### config.mk
export PLATFORM = sky130hd
export DESIGN_NAME = door_open_close_detector_top
export DESIGN_NICKNAME = d
export VERILOG_FILES = /design/src/dod_pkg.sv /design/src/dod_cfg.sv /design/src/dod_mag.sv /design/src/dod_fsm.sv /design/src/door_open_close_detector_top.sv
export SDC_FILE = /design/constraint.sdc
export NUM_CORES = 2
export LEC_CHECK = 0
export BUFFER_PORTS_ARGS = -buffer_cell sky130_fd_sc_hd__buf_2
export CORE_UTILIZATION = 60
export CTS_BUF_LIST = sky130_fd_sc_hd__clkbuf_2 sky130_fd_sc_hd__clkbuf_4 sky130_fd_sc_hd__clkbuf_8
export DETAILED_ROUTE_END_ITERATION = 16
export HOLD_SLACK_MARGIN = 0.02
export PLACE_DENSITY = 0.78
export SLEW_MARGIN = 20
export SYNTH_ARGS = -nofsm -noshare
export SYNTH_HDL_FRONTEND = slang
export SYNTH_SLANG_ARGS = --single-unit
### constraint.sdc
create_clock -name clk -period 16.19 [get_ports clk]
set_input_delay 0.8095 -clock clk [delete_from_list [all_inputs] [get_ports clk]]
set_output_delay 0.8095 -clock clk [all_outputs]
set_load 0.1 [all_outputs]
### src/dod_pkg.sv
// Shared types, register codes and reset values for the door open/close detector.
package dod_pkg;

	localparam int unsigned YAW_W   = 16;
	localparam int unsigned ACC_W   = 16;
	localparam int unsigned TICK_W  = 32;
	localparam int unsigned THR_W   = 15;
	localparam int unsigned SQ_W    = 32;
	localparam int unsigned CNT_W   = 6;
	localparam int unsigned CFG_IDX_W = 3;
	localparam int unsigned CFG_DAT_W = 32;

	typedef enum logic [1:0] {
		PH_CLOSED = 2'd0,
		PH_OPEN   = 2'd1,
		PH_CAND   = 2'd2
	} phase_t;

	typedef enum logic [CFG_IDX_W-1:0] {
		CFG_OPEN_YAW      = 3'd0,
		CFG_CLOSE_YAW     = 3'd1,
		CFG_STILL_YAW     = 3'd2,
		CFG_ACCEL_SQ_LOW  = 3'd3,
		CFG_ACCEL_SQ_HIGH = 3'd4,
		CFG_SETTLE_TICKS  = 3'd5,
		CFG_STATIC_NEEDED = 3'd6
	} cfg_idx_t;

	localparam logic [THR_W-1:0]  RST_OPEN_YAW      = 15'd1430;
	localparam logic [THR_W-1:0]  RST_CLOSE_YAW     = 15'd1072;
	localparam logic [THR_W-1:0]  RST_STILL_YAW     = 15'd36;
	localparam logic [SQ_W-1:0]   RST_ACCEL_SQ_LOW  = 32'd60565749;
	localparam logic [SQ_W-1:0]   RST_ACCEL_SQ_HIGH = 32'd73987522;
	localparam logic [TICK_W-1:0] RST_SETTLE_TICKS  = 32'd1000;
	localparam logic [CNT_W-1:0]  RST_STATIC_NEEDED = 6'd50;

	typedef struct packed {
		logic [THR_W-1:0]  open_yaw;
		logic [THR_W-1:0]  close_yaw;
		logic [THR_W-1:0]  still_yaw;
		logic [SQ_W-1:0]   accel_sq_low;
		logic [SQ_W-1:0]   accel_sq_high;
		logic [TICK_W-1:0] settle_ticks;
		logic [CNT_W-1:0]  static_needed;
	} cfg_t;

	// One sample out of the input register, with its at-rest flag, ready for
	// the phase logic.
	typedef struct packed {
		logic                     valid;
		logic signed [YAW_W-1:0]  yaw;
		logic [TICK_W-1:0]        now_ticks;
		logic                     session_end;
		logic                     at_rest;
	} item_t;

endpackage

### src/dod_cfg.sv
// Configuration register file of the door open/close detector.
module dod_cfg (
	input  logic                             clk,
	input  logic                             arst_n,
	input  logic                             cfg_valid,
	output logic                             cfg_ready,
	input  logic [dod_pkg::CFG_IDX_W-1:0]    cfg_index,
	input  logic [dod_pkg::CFG_DAT_W-1:0]    cfg_data,
	output dod_pkg::cfg_t                    cfg
);
	import dod_pkg::*;

	cfg_t cfg_q;

	assign cfg_ready = 1'b1;
	assign cfg       = cfg_q;

	// Writes to an index past the last register are dropped.
	always_ff @(posedge clk or negedge arst_n) begin
		if (!arst_n) begin
			cfg_q.open_yaw      <= RST_OPEN_YAW;
			cfg_q.close_yaw     <= RST_CLOSE_YAW;
			cfg_q.still_yaw     <= RST_STILL_YAW;
			cfg_q.accel_sq_low  <= RST_ACCEL_SQ_LOW;
			cfg_q.accel_sq_high <= RST_ACCEL_SQ_HIGH;
			cfg_q.settle_ticks  <= RST_SETTLE_TICKS;
			cfg_q.static_needed <= RST_STATIC_NEEDED;
		end else if (cfg_valid && cfg_ready) begin
			case (cfg_index)
				CFG_OPEN_YAW:      cfg_q.open_yaw      <= cfg_data[THR_W-1:0];
				CFG_CLOSE_YAW:     cfg_q.close_yaw     <= cfg_data[THR_W-1:0];
				CFG_STILL_YAW:     cfg_q.still_yaw     <= cfg_data[THR_W-1:0];
				CFG_ACCEL_SQ_LOW:  cfg_q.accel_sq_low  <= cfg_data[SQ_W-1:0];
				CFG_ACCEL_SQ_HIGH: cfg_q.accel_sq_high <= cfg_data[SQ_W-1:0];
				CFG_SETTLE_TICKS:  cfg_q.settle_ticks  <= cfg_data[TICK_W-1:0];
				CFG_STATIC_NEEDED: cfg_q.static_needed <= cfg_data[CNT_W-1:0];
				default: ;
			endcase
		end
	end

endmodule

### src/dod_mag.sv
// Input register and squared-acceleration window check that yields the at-rest flag.
module dod_mag (
	input  logic                                clk,
	input  logic                                arst_n,
	input  logic                                en,
	input  logic                                in_valid,
	input  logic signed [dod_pkg::YAW_W-1:0]    yaw,
	input  logic signed [dod_pkg::ACC_W-1:0]    accel_x,
	input  logic signed [dod_pkg::ACC_W-1:0]    accel_y,
	input  logic signed [dod_pkg::ACC_W-1:0]    accel_z,
	input  logic [dod_pkg::TICK_W-1:0]          now_ticks,
	input  logic                                session_end,
	input  dod_pkg::cfg_t                       cfg,
	output dod_pkg::item_t                      item
);
	import dod_pkg::*;

	logic                    v_s1;
	logic signed [YAW_W-1:0] yaw_s1;
	logic signed [ACC_W-1:0] ax_s1, ay_s1, az_s1;
	logic [TICK_W-1:0]       now_s1;
	logic                    req_s1;
	logic [ACC_W-1:0]        mag_x, mag_y, mag_z;
	logic [SQ_W-1:0]         sq_x, sq_y, sq_z;
	logic [SQ_W-1:0]         sum_sq;
	logic                    at_rest;

	// |-32768| still fits 16 unsigned bits.
	function automatic logic [ACC_W-1:0] mag16(input logic signed [ACC_W-1:0] a);
		mag16 = a[ACC_W-1] ? (~a + 1'b1) : a;
	endfunction

	assign mag_x = mag16(ax_s1);
	assign mag_y = mag16(ay_s1);
	assign mag_z = mag16(az_s1);

	assign sq_x = SQ_W'(mag_x) * SQ_W'(mag_x);
	assign sq_y = SQ_W'(mag_y) * SQ_W'(mag_y);
	assign sq_z = SQ_W'(mag_z) * SQ_W'(mag_z);

	// Three squares of at most 2^30 cannot overflow 32 bits.
	assign sum_sq  = sq_x + sq_y + sq_z;
	assign at_rest = (sum_sq > cfg.accel_sq_low) && (sum_sq < cfg.accel_sq_high);

	always_ff @(posedge clk or negedge arst_n) begin
		if (!arst_n) begin
			v_s1 <= 1'b0;
		end else if (en) begin
			v_s1 <= in_valid;
		end
	end

	always_ff @(posedge clk) begin
		if (en) begin
			yaw_s1 <= yaw;
			now_s1 <= now_ticks;
			req_s1 <= session_end;
			ax_s1  <= accel_x;
			ay_s1  <= accel_y;
			az_s1  <= accel_z;
		end
	end

	assign item.valid       = v_s1;
	assign item.yaw         = yaw_s1;
	assign item.now_ticks   = now_s1;
	assign item.session_end = req_s1;
	assign item.at_rest     = at_rest;

endmodule

### src/dod_fsm.sv
// Door phase machine with session-end handling and the result register.
module dod_fsm (
	input  logic                         clk,
	input  logic                         arst_n,
	input  logic                         en,
	input  dod_pkg::item_t               item,
	input  dod_pkg::cfg_t                cfg,
	output logic                         out_valid,
	output logic [1:0]                   door_status,
	output logic                         opened_event,
	output logic                         closed_event
);
	import dod_pkg::*;

	phase_t                  phase_q, phase_d;
	logic [TICK_W-1:0]       cand_time_q, cand_time_d;
	logic signed [YAW_W-1:0] cand_yaw_q, cand_yaw_d;
	logic [CNT_W-1:0]        rest_cnt_q, rest_cnt_d;
	logic                    end_pend_q, end_pend_d;
	logic                    opened_d, closed_d;

	logic                    out_valid_q;
	phase_t                  state_q;
	logic                    opened_q, closed_q;

	logic                    step;
	assign step = en && item.valid;

	always_ff @(posedge clk or negedge arst_n) begin
		if (!arst_n) begin
			phase_q     <= PH_CLOSED;
			cand_time_q <= '0;
			cand_yaw_q  <= '0;
			rest_cnt_q  <= '0;
			end_pend_q  <= 1'b0;
		end else if (step) begin
			phase_q     <= phase_d;
			cand_time_q <= cand_time_d;
			cand_yaw_q  <= cand_yaw_d;
			rest_cnt_q  <= rest_cnt_d;
			end_pend_q  <= end_pend_d;
		end
	end

	always_comb begin
		logic [CNT_W-1:0]  cnt_base;
		logic [CNT_W-1:0]  cnt_inc;
		logic              pend;
		logic signed [YAW_W:0] diff;
		logic [YAW_W:0]    drift;
		logic [TICK_W-1:0] dt;
		logic              still;
		logic signed [YAW_W-1:0] open_thr;
		logic signed [YAW_W-1:0] close_thr;

		phase_d     = phase_q;
		cand_time_d = cand_time_q;
		cand_yaw_d  = cand_yaw_q;
		opened_d    = 1'b0;
		closed_d    = 1'b0;

		// A new request clears the count once; a held request leaves it alone.
		cnt_base = (item.session_end && !end_pend_q) ? '0 : rest_cnt_q;
		pend     = end_pend_q || item.session_end;
		cnt_inc  = cnt_base + 1'b1;
		rest_cnt_d = cnt_base;
		end_pend_d = pend;

		open_thr  = $signed({1'b0, cfg.open_yaw});
		close_thr = $signed({1'b0, cfg.close_yaw});
		diff  = $signed({item.yaw[YAW_W-1], item.yaw})
			- $signed({cand_yaw_q[YAW_W-1], cand_yaw_q});
		drift = diff[YAW_W] ? (~diff + 1'b1) : diff;
		dt    = item.now_ticks - cand_time_q;
		still = drift < {2'b00, cfg.still_yaw};

		if (pend && phase_q != PH_CLOSED) begin
			// Forced close: count consecutive at-rest samples, yaw is ignored.
			if (item.at_rest) begin
				rest_cnt_d = cnt_inc;
				if (cnt_inc >= cfg.static_needed) begin
					phase_d    = PH_CLOSED;
					closed_d   = 1'b1;
					rest_cnt_d = '0;
					end_pend_d = 1'b0;
				end
			end else begin
				rest_cnt_d = '0;
			end
		end else begin
			end_pend_d = 1'b0;
			case (phase_q)
				PH_OPEN: begin
					if (item.yaw < close_thr) begin
						phase_d     = PH_CAND;
						cand_time_d = item.now_ticks;
						cand_yaw_d  = item.yaw;
					end
				end
				PH_CAND: begin
					if (item.yaw > close_thr) begin
						phase_d = PH_OPEN;
					end else if (item.at_rest && still && dt >= cfg.settle_ticks) begin
						phase_d  = PH_CLOSED;
						closed_d = 1'b1;
					end else if (!item.at_rest || !still) begin
						cand_time_d = item.now_ticks;
						cand_yaw_d  = item.yaw;
					end
				end
				default: begin
					if (item.yaw > open_thr) begin
						phase_d  = PH_OPEN;
						opened_d = 1'b1;
					end
				end
			endcase
		end
	end

	always_ff @(posedge clk or negedge arst_n) begin
		if (!arst_n) begin
			out_valid_q <= 1'b0;
		end else if (en) begin
			out_valid_q <= item.valid;
		end
	end

	always_ff @(posedge clk) begin
		if (step) begin
			state_q  <= phase_d;
			opened_q <= opened_d;
			closed_q <= closed_d;
		end
	end

	assign out_valid    = out_valid_q;
	assign door_status  = state_q;
	assign opened_event = opened_q;
	assign closed_event = closed_q;

	a_events_exclusive: assert property (@(posedge clk) disable iff (!arst_n)
		out_valid_q |-> !(opened_q && closed_q))
		else $error("open and close events on the same word");

	a_opened_state: assert property (@(posedge clk) disable iff (!arst_n)
		(out_valid_q && opened_q) |-> (state_q == PH_OPEN && phase_q == PH_OPEN))
		else $error("open event without open state");

	a_closed_clears: assert property (@(posedge clk) disable iff (!arst_n)
		(step && closed_d) |=> (phase_q == PH_CLOSED && !end_pend_q && rest_cnt_q == '0))
		else $error("close did not clear session-end tracking");

	a_pending_not_closed: assert property (@(posedge clk) disable iff (!arst_n)
		end_pend_q |-> (phase_q != PH_CLOSED))
		else $error("session end pending while closed");

endmodule

### src/door_open_close_detector_top.sv
// Top level of the door open/close detector.
//
// Input channel: one word per accepted sample (yaw, accel_x/y/z, now_ticks,
// session_end), taken at a rising edge where in_valid is high and in_stall
// is low. Output channel: one result word per sample (door_status,
// opened_event, closed_event), taken where out_valid is high and out_stall
// is low. Configuration: cfg_valid/cfg_ready with cfg_index and cfg_data;
// cfg_ready is always high and unknown indexes are ignored.
// The accepting edge loads the input register, and the result register is
// then written from the squaring, window compare and phase logic that sit
// between the two registers. Throughput is one word per cycle while no
// result is held back; the phase state is updated in that same pass, so
// back-to-back samples see each other's updates. Both registers advance
// together; they freeze only while a result waits and out_stall is high,
// which is also exactly when in_stall is high.
// Reset clears the valid bits, the phase (closed), the candidate
// time and yaw, the rest counter and the pending session end, and loads
// the default thresholds into the configuration registers.
module door_open_close_detector_top (
	input  logic                                clk,
	input  logic                                arst_n,
	input  logic                                in_valid,
	output logic                                in_stall,
	input  logic signed [dod_pkg::YAW_W-1:0]    yaw,
	input  logic signed [dod_pkg::ACC_W-1:0]    accel_x,
	input  logic signed [dod_pkg::ACC_W-1:0]    accel_y,
	input  logic signed [dod_pkg::ACC_W-1:0]    accel_z,
	input  logic [dod_pkg::TICK_W-1:0]          now_ticks,
	input  logic                                session_end,
	output logic                                out_valid,
	input  logic                                out_stall,
	output logic [1:0]                          door_status,
	output logic                                opened_event,
	output logic                                closed_event,
	input  logic                                cfg_valid,
	output logic                                cfg_ready,
	input  logic [dod_pkg::CFG_IDX_W-1:0]       cfg_index,
	input  logic [dod_pkg::CFG_DAT_W-1:0]       cfg_data
);
	import dod_pkg::*;

	cfg_t  cfg;
	item_t item;
	logic  en;

	// Everything moves unless a finished word is being held back.
	assign en       = !(out_valid && out_stall);
	assign in_stall = !en;

	dod_cfg u_cfg (
		.clk       (clk),
		.arst_n    (arst_n),
		.cfg_valid (cfg_valid),
		.cfg_ready (cfg_ready),
		.cfg_index (cfg_index),
		.cfg_data  (cfg_data),
		.cfg       (cfg)
	);

	dod_mag u_mag (
		.clk         (clk),
		.arst_n      (arst_n),
		.en          (en),
		.in_valid    (in_valid),
		.yaw         (yaw),
		.accel_x     (accel_x),
		.accel_y     (accel_y),
		.accel_z     (accel_z),
		.now_ticks   (now_ticks),
		.session_end (session_end),
		.cfg         (cfg),
		.item        (item)
	);

	dod_fsm u_fsm (
		.clk          (clk),
		.arst_n       (arst_n),
		.en           (en),
		.item         (item),
		.cfg          (cfg),
		.out_valid    (out_valid),
		.door_status  (door_status),
		.opened_event (opened_event),
		.closed_event (closed_event)
	);

endmodule

# ---- Word level (Yosys, flattened, before mapping)
# Index checks and enable logic that the tools add are counted.
dict set report totals {
  reg_bits 307
  latch_bits 0
  ram_bits 0
  mem_bits_ro 0
  output_inout_bits 7
  wordCells 121
  n_memories 0
}
dict set report op_classes {
  add_sub_neg 9
  mul 3
  div_mod_pow 0
  n_lt_le_gt_ge 8
  eq_ne 12
  n_shift 0
  muxes 36
  bitwise_logic 5
  n_reduce_logical 25
}
# operator n
set op_table {}
lappend op_table {{32-bit two-way mux} 4}
lappend op_table {{16-bit two-way mux} 7}
lappend op_table {{16-bit by 16-bit multiplier with 32-bit output} 3}
lappend op_table {{32-bit adder} 2}
lappend op_table {{32-bit case mux with 2 select lines} 1}
lappend op_table {{16-bit by 1-bit adder with 16-bit output (second input constant)} 3}
lappend op_table {{16-bit NOT} 3}
lappend op_table {{32-bit greater-or-equal comparator} 1}
lappend op_table {{16-bit greater-than comparator} 2}
lappend op_table {{32-bit greater-than comparator} 1}
lappend op_table {{32-bit less-than comparator} 1}
lappend op_table {{16-bit case mux with 2 select lines} 1}
lappend op_table {{32-bit subtractor} 1}
lappend op_table {{6-bit two-way mux} 4}
lappend op_table {{17-bit by 1-bit adder with 17-bit output (second input constant)} 1}
lappend op_table {{17-bit by 15-bit less-than comparator with 1-bit output} 1}
lappend op_table {{17-bit two-way mux} 1}
lappend op_table {{17-bit NOT} 1}
lappend op_table {{16-bit by 16-bit subtractor with 17-bit output} 1}
lappend op_table {{16-bit less-than comparator} 1}
lappend op_table {{2-bit two-way mux} 7}
lappend op_table {{2-bit AND reduction} 7}
lappend op_table {{1-bit two-way mux} 10}
lappend op_table {{3-bit == test (second input constant)} 3}
lappend op_table {{17 further kinds} 31}

# ---- Longest topological paths before layout
dict set report depth {
  depth_word 14
  ltp_mapped 50
}

# ---- Hierarchy
# A second synthesis with hierarchy kept.
dict set report unflattened {
  hier_cells 3972
  hier_area_um2 40393.7
}
# mod n_inst cells_each area_per_inst_um2 seq_area_each_um2
set by_module_without_submodules {}
lappend by_module_without_submodules {dod_mag 1 2752 26942.1 2937.8}
lappend by_module_without_submodules {dod_fsm 1 896 7775.0 1571.5}
lappend by_module_without_submodules {dod_cfg 1 322 5666.7 3737.3}
lappend by_module_without_submodules {door_open_close_detector_top 1 2 10.0 0.0}

# ---- Least setup slack after synthesis
# OpenSTA, ideal clock, no wires.
dict set report synth_path {
  kind {reg-to-reg}
  startpoint {register u_mag.ay_s1[0]}
  endpoint {register u_fsm.cand_time_q[0]}
  setup_time_ns 0.125
  arrival_time_ns 12.062
  required_time_ns 16.065
  slack_ns 4.003
  stages_incl_launch_ff 48
  n_path_buf 3
  synth_period_minus_slack_ns 12.187
  cell_sequence {edfxtp_1 -> clkinv_1 -> clkbuf_1 -> ha_1 -> nand2_1 -> or3_1 -> or2_2 -> o21ai_0 -> xor2_1 -> clkinv_1 -> nand2_1 -> fa_1 -> fa_1 -> inv_1 -> fa_1 -> inv_1 -> fa_1 -> inv_1 -> [... 12 more ...] -> nor4_1 -> nor3_1 -> o31a_1 -> nor2_1 -> xnor2_1 -> ha_1 -> nand4_1 -> nor2_1 -> nand3_1 -> or3_1 -> nor4_1 -> nor3_1 -> nand3_1 -> a211oi_2 -> a21oi_2 -> buf_6 -> buf_6 -> mux2_4}
}
dict set report synth_between {
  elab_chain_cells 12
  elab_cells_between_ends 16
  cone_classes {add/sub: 3; mul: 1; order compare: 2; eq/ne: 2; mux: 1; bitwise: 1; reduce/logical: 6}
}
# element line
set synth_lines {}
lappend synth_lines {{start, declared} dod_mag.sv:20} ;# logic signed [ACC_W-1:0] ax_s1, ay_s1, az_s1;
lappend synth_lines {{start signal, assigned} dod_mag.sv:59} ;# ay_s1 <= accel_y;
lappend synth_lines {{16-bit NOT} dod_mag.sv:30} ;# mag16 = a[ACC_W-1] ? (~a + 1'b1) : a;
lappend synth_lines {{16-bit by 1-bit adder with 16-bit output} dod_mag.sv:30}
lappend synth_lines {{16-bit two-way mux (*)} dod_mag.sv:30}
lappend synth_lines {{16-bit by 16-bit multiplier with 32-bit output (*)} dod_mag.sv:38} ;# assign sq_y = SQ_W'(mag_y) * SQ_W'(mag_y);
lappend synth_lines {{32-bit adder (*) (2 in a row)} dod_mag.sv:42} ;# assign sum_sq = sq_x + sq_y + sq_z;
lappend synth_lines {{32-bit greater-than comparator or 32-bit less-than comparator (tied branches)} dod_mag.sv:43} ;# assign at_rest = (sum_sq > cfg.accel_sq_low) && (sum_sq < cfg.accel_sq_high);
lappend synth_lines {{1-bit logical AND (*)} dod_mag.sv:43}
lappend synth_lines {{1-bit logical AND or 1-bit logical NOT (tied branches)} {dod_fsm.sv:103, dod_fsm.sv:106}}
lappend synth_lines {{1-bit logical AND or 1-bit logical OR (tied branches)} {dod_fsm.sv:103, dod_fsm.sv:106}}
lappend synth_lines {{2-bit inequality test (no source line) or 2-bit by 1-bit inequality test with 1-bit output (tied branches)} -}
lappend synth_lines {{7-bit AND reduction (no source line) (*)} -}
lappend synth_lines {{end signal, assigned} dod_fsm.sv:38} ;# cand_time_q <= cand_time_d;
lappend synth_lines {{end, declared} dod_fsm.sv:16} ;# logic [TICK_W-1:0] cand_time_q, cand_time_d;
# Mark *: on every way between the ends. The rest lies on a longest branch, timed or not.
# A chain may end at the register's enable or synchronous reset.

# ---- Final worst setup path
dict set report layout_path {
  startpoint {register u_mag.ax_s1[0]}
  endpoint {register u_fsm.cand_time_q[10]}
}
dict set report layout_between {
  elab_chain_cells 12
  elab_cells_between_ends 16
  cone_classes {add/sub: 3; mul: 1; order compare: 2; eq/ne: 2; mux: 1; bitwise: 1; reduce/logical: 6}
}
# element line
set layout_lines {}
lappend layout_lines {{start, declared} dod_mag.sv:20}
lappend layout_lines {{start signal, assigned} dod_mag.sv:58} ;# ax_s1 <= accel_x;
lappend layout_lines {{16-bit NOT} dod_mag.sv:30}
lappend layout_lines {{16-bit by 1-bit adder with 16-bit output} dod_mag.sv:30}
lappend layout_lines {{16-bit two-way mux (*)} dod_mag.sv:30}
lappend layout_lines {{16-bit by 16-bit multiplier with 32-bit output (*)} dod_mag.sv:37} ;# assign sq_x = SQ_W'(mag_x) * SQ_W'(mag_x);
lappend layout_lines {{32-bit adder (*) (2 in a row)} dod_mag.sv:42}
lappend layout_lines {{32-bit greater-than comparator or 32-bit less-than comparator (tied branches)} dod_mag.sv:43}
lappend layout_lines {{1-bit logical AND (*)} dod_mag.sv:43}
lappend layout_lines {{1-bit logical AND or 1-bit logical NOT (tied branches)} {dod_fsm.sv:103, dod_fsm.sv:106}}
lappend layout_lines {{1-bit logical AND or 1-bit logical OR (tied branches)} {dod_fsm.sv:103, dod_fsm.sv:106}}
lappend layout_lines {{2-bit inequality test (no source line) or 2-bit by 1-bit inequality test with 1-bit output (tied branches)} -}
lappend layout_lines {{7-bit AND reduction (no source line) (*)} -}
# Marks and branches as above.

==> results.json <==
{
  "die_area_um2": 67130,
  "grt-ovfl-total": 0,
  "final_nets": 5428,
  "outcome": "completed",
  "cp-start-kind": "flip-flop",
  "rr_endpoint": "u_fsm.cand_time_q[10]",
  "path_max_fanout": 48,
  "crit_path_top_delay_cell": "xnor2_1",
  "final_core_util_pct": 66.22,
  "synth_edf_count": 101,
  "multi_input_area_um2": 27390,
  "dieHeight_um": 259.1,
  "cts_resized": 0,
  "initial_utilization_pct": 61.08,
  "worst_r2r_path_depth": 41,
  "synth_cells": 4027,
  "detail_route.first_pass.iterations": 7,
  "synth.most_common_cell": "inv_1",
  "hold_path_class": "in2async",
  "clockBufferDepth": 3,
  "synth-main-ff-cell": "dfrtp_1",
  "max_stage_delay_ns": 0.93,
  "cts_root_buffer": "clkbuf_8",
  "gp_congestion": 0.9977,
  "clock_skew_ns": 0.03171,
  "synth.area.top_cells": "fa_1, ha_1, dfrtp_1",
  "drt_wl_total_um": 92630,
  "worst_pin_slew_ns": 1.191,
  "final_hold_viol_count": 0,
  "worstPathArrival_ns": 14.79,
  "regArea_um2": 8247,
  "critPathBufInv": 8,
  "cp_top_family": "adder cells",
  "final.setup.worst_slack_ns": 1.948,
  "vias": 27635,
  "fill_cells": 5165,
  "setup_viol": 0,
  "clk_latency_ns": 0.70,
  "tns_ns": 0,
  "wl_per_cell_um": 18.07,
  "yosysWarnings": 0,
  "synthDistinctLibCells": 75,
  "cts_buffers": 53,
  "place_inst": 5025,
  "postSynthAreaPerCell_um2": 9.848,
  "critical_path_class": "reg2reg",
  "initialDrtViolationCount": 1581,
  "syn-cell-area_um2": 39660,
  "netlist.area_leader.share_pct": 30.84,
  "dp_hpwl_um": 78430,
  "grt_pass1_vias": 29930,
  "clkTransAtPathRegs_ns": 0.06,
  "htree_num_levels": 2,
  "crit_required_ns": 16.74,
  "cts_tree": "built",
  "cts_hold_buf": 0,
  "grt_max_degree": 77,
  "yosysSeqAreaShare_pct": 20.79,
  "min_period_ns": 14.24,
  "ys_ff_latch": 307,
  "antenna_found_initial": 1,
  "area_growth_pct": 8.421,
  "relSlewSlack_pct": 20.32,
  "max_freq_ghz": 0.07021,
  "final_cells": 5125,
  "r2r_slack_ns": 1.95,
  "drv_slew": 0,
  "post_cts_buffers": 0,
  "postRouteAntennaNets": 0,
  "ios": 144,
  "dp_slack_ns": 1.966,
  "endpoint_kind": "flip-flop",
  "rows": 93,
  "drive_gt1_share_pct": 11.15,
  "synthArstFlopShare_pct": 67.10,
  "synth_commonest_cells": "inv_1, fa_1, ha_1, nand2_1, nor2_1",
  "avgViaCountPerCell": 5.392,
  "grt_pass1_wl_um": 153800,
  "crit_top_cell": "fa_1",
  "crit_path_start": "u_mag.ax_s1[0]",
  "die_x_um": 259.1,
  "io_buffer_count": 142,
  "drc": 0,
  "r2r_start": "u_mag.ax_s1[0]",
  "rsz0062_at_grt": "no",
  "period_share_pct": 87.97,
  "grt_use_total_pct": 29.36,
  "clock-sinks": 307,
  "drv_cap": 0,
  "yosysTopAreaCell": "fa_1",
  "coreArea_um2": 64930
}
[area by class of cell]
class | count | share of cell area (%)
clock buffer | 71 | 2.171
multi-input combinational | 2643 | 63.70
clock inverter | 28 | 1.085
antenna | 1 | 0.005820
inverter | 1045 | 9.123
tap | 855 | 2.488
sequential | 307 | 19.18
timing repair buffer | 175 | 2.249
[cell usage in the layout (no fill, tap or decap), drive strengths merged, types with 72 or more instances in the layout]
cell       n
edfxtp   101
clkbuf    72
xnor2    100
dfrtp    159
o21ai    145
ha       455
nor2     289
mux2     124
inv     1029
buf      174
a21oi    103
fa       611
nand2    297
[state kept, by name, indices dropped and copies added, names as in the netlist, 16 cells and up]
| register | cells |
|---|---|
| u_cfg.cfg | 147 |
| u_fsm.cand_time_q | 32 |
| u_mag.now_s1 | 32 |
| u_fsm.cand_yaw_q | 16 |
| u_mag.ax_s1 | 16 |
| u_mag.ay_s1 | 16 |
| u_mag.az_s1 | 16 |
| u_mag.yaw_s1 | 16 |
[worst max-delay path by stage]
stage	to	slack, ns	cells past startpoint
5_1_grt	u_fsm.cand_time_q[5]	1.16	41
3_5_place_dp	u_fsm.cand_time_q[31]	1.97	40
6_report	u_fsm.cand_time_q[10]	1.95	41
2_1_floorplan	u_fsm.cand_time_q[0]	4.00	47
4_1_cts	u_fsm.cand_time_q[9]	1.85	40
3_3_place_gp	u_fsm.cand_time_q[30]	2.26	41
[per-layer routing]
metal | global-route usage (%) | wire length, um | part of all wire, % | up-vias
li1 | - | - | - | 12917
met1 | 38.20 | 38630 | 42 | 13635
met2 | 49.86 | 44750 | 48 | 841
met3 | 3.798 | 5066 | 5.5 | 240
met4 | 11.80 | 4175 | 4.5 | 2
met5 | 0 | 11 | 0.012 | -
[per-stage QoR]
stage | instance area (um2) | hold WS (ns)
final | 43000 | 0.1064
after global routing | 43000 | 0.1264
after CTS | 42980 | 0.07990
after detailed placement | 41580 | 0.4797
after global placement | 41580 | 0.4671
after floorplan | 39800 | 0.4528
[cells by family after synthesis]
family	count (synthesis)	synth area share [%]
compound gates	458	7.370
xor+xnor	147	3.246
fa+ha+maj	1066	45.20
buf+inv	1114	10.62
flops	307	20.79
mux	128	3.811
other cells	2	0.01894
simple gates	805	8.941
Power is left out: the tool's default activity adds up to more than one toggle a clock period on the data nets, which glitch-free logic cannot reach.
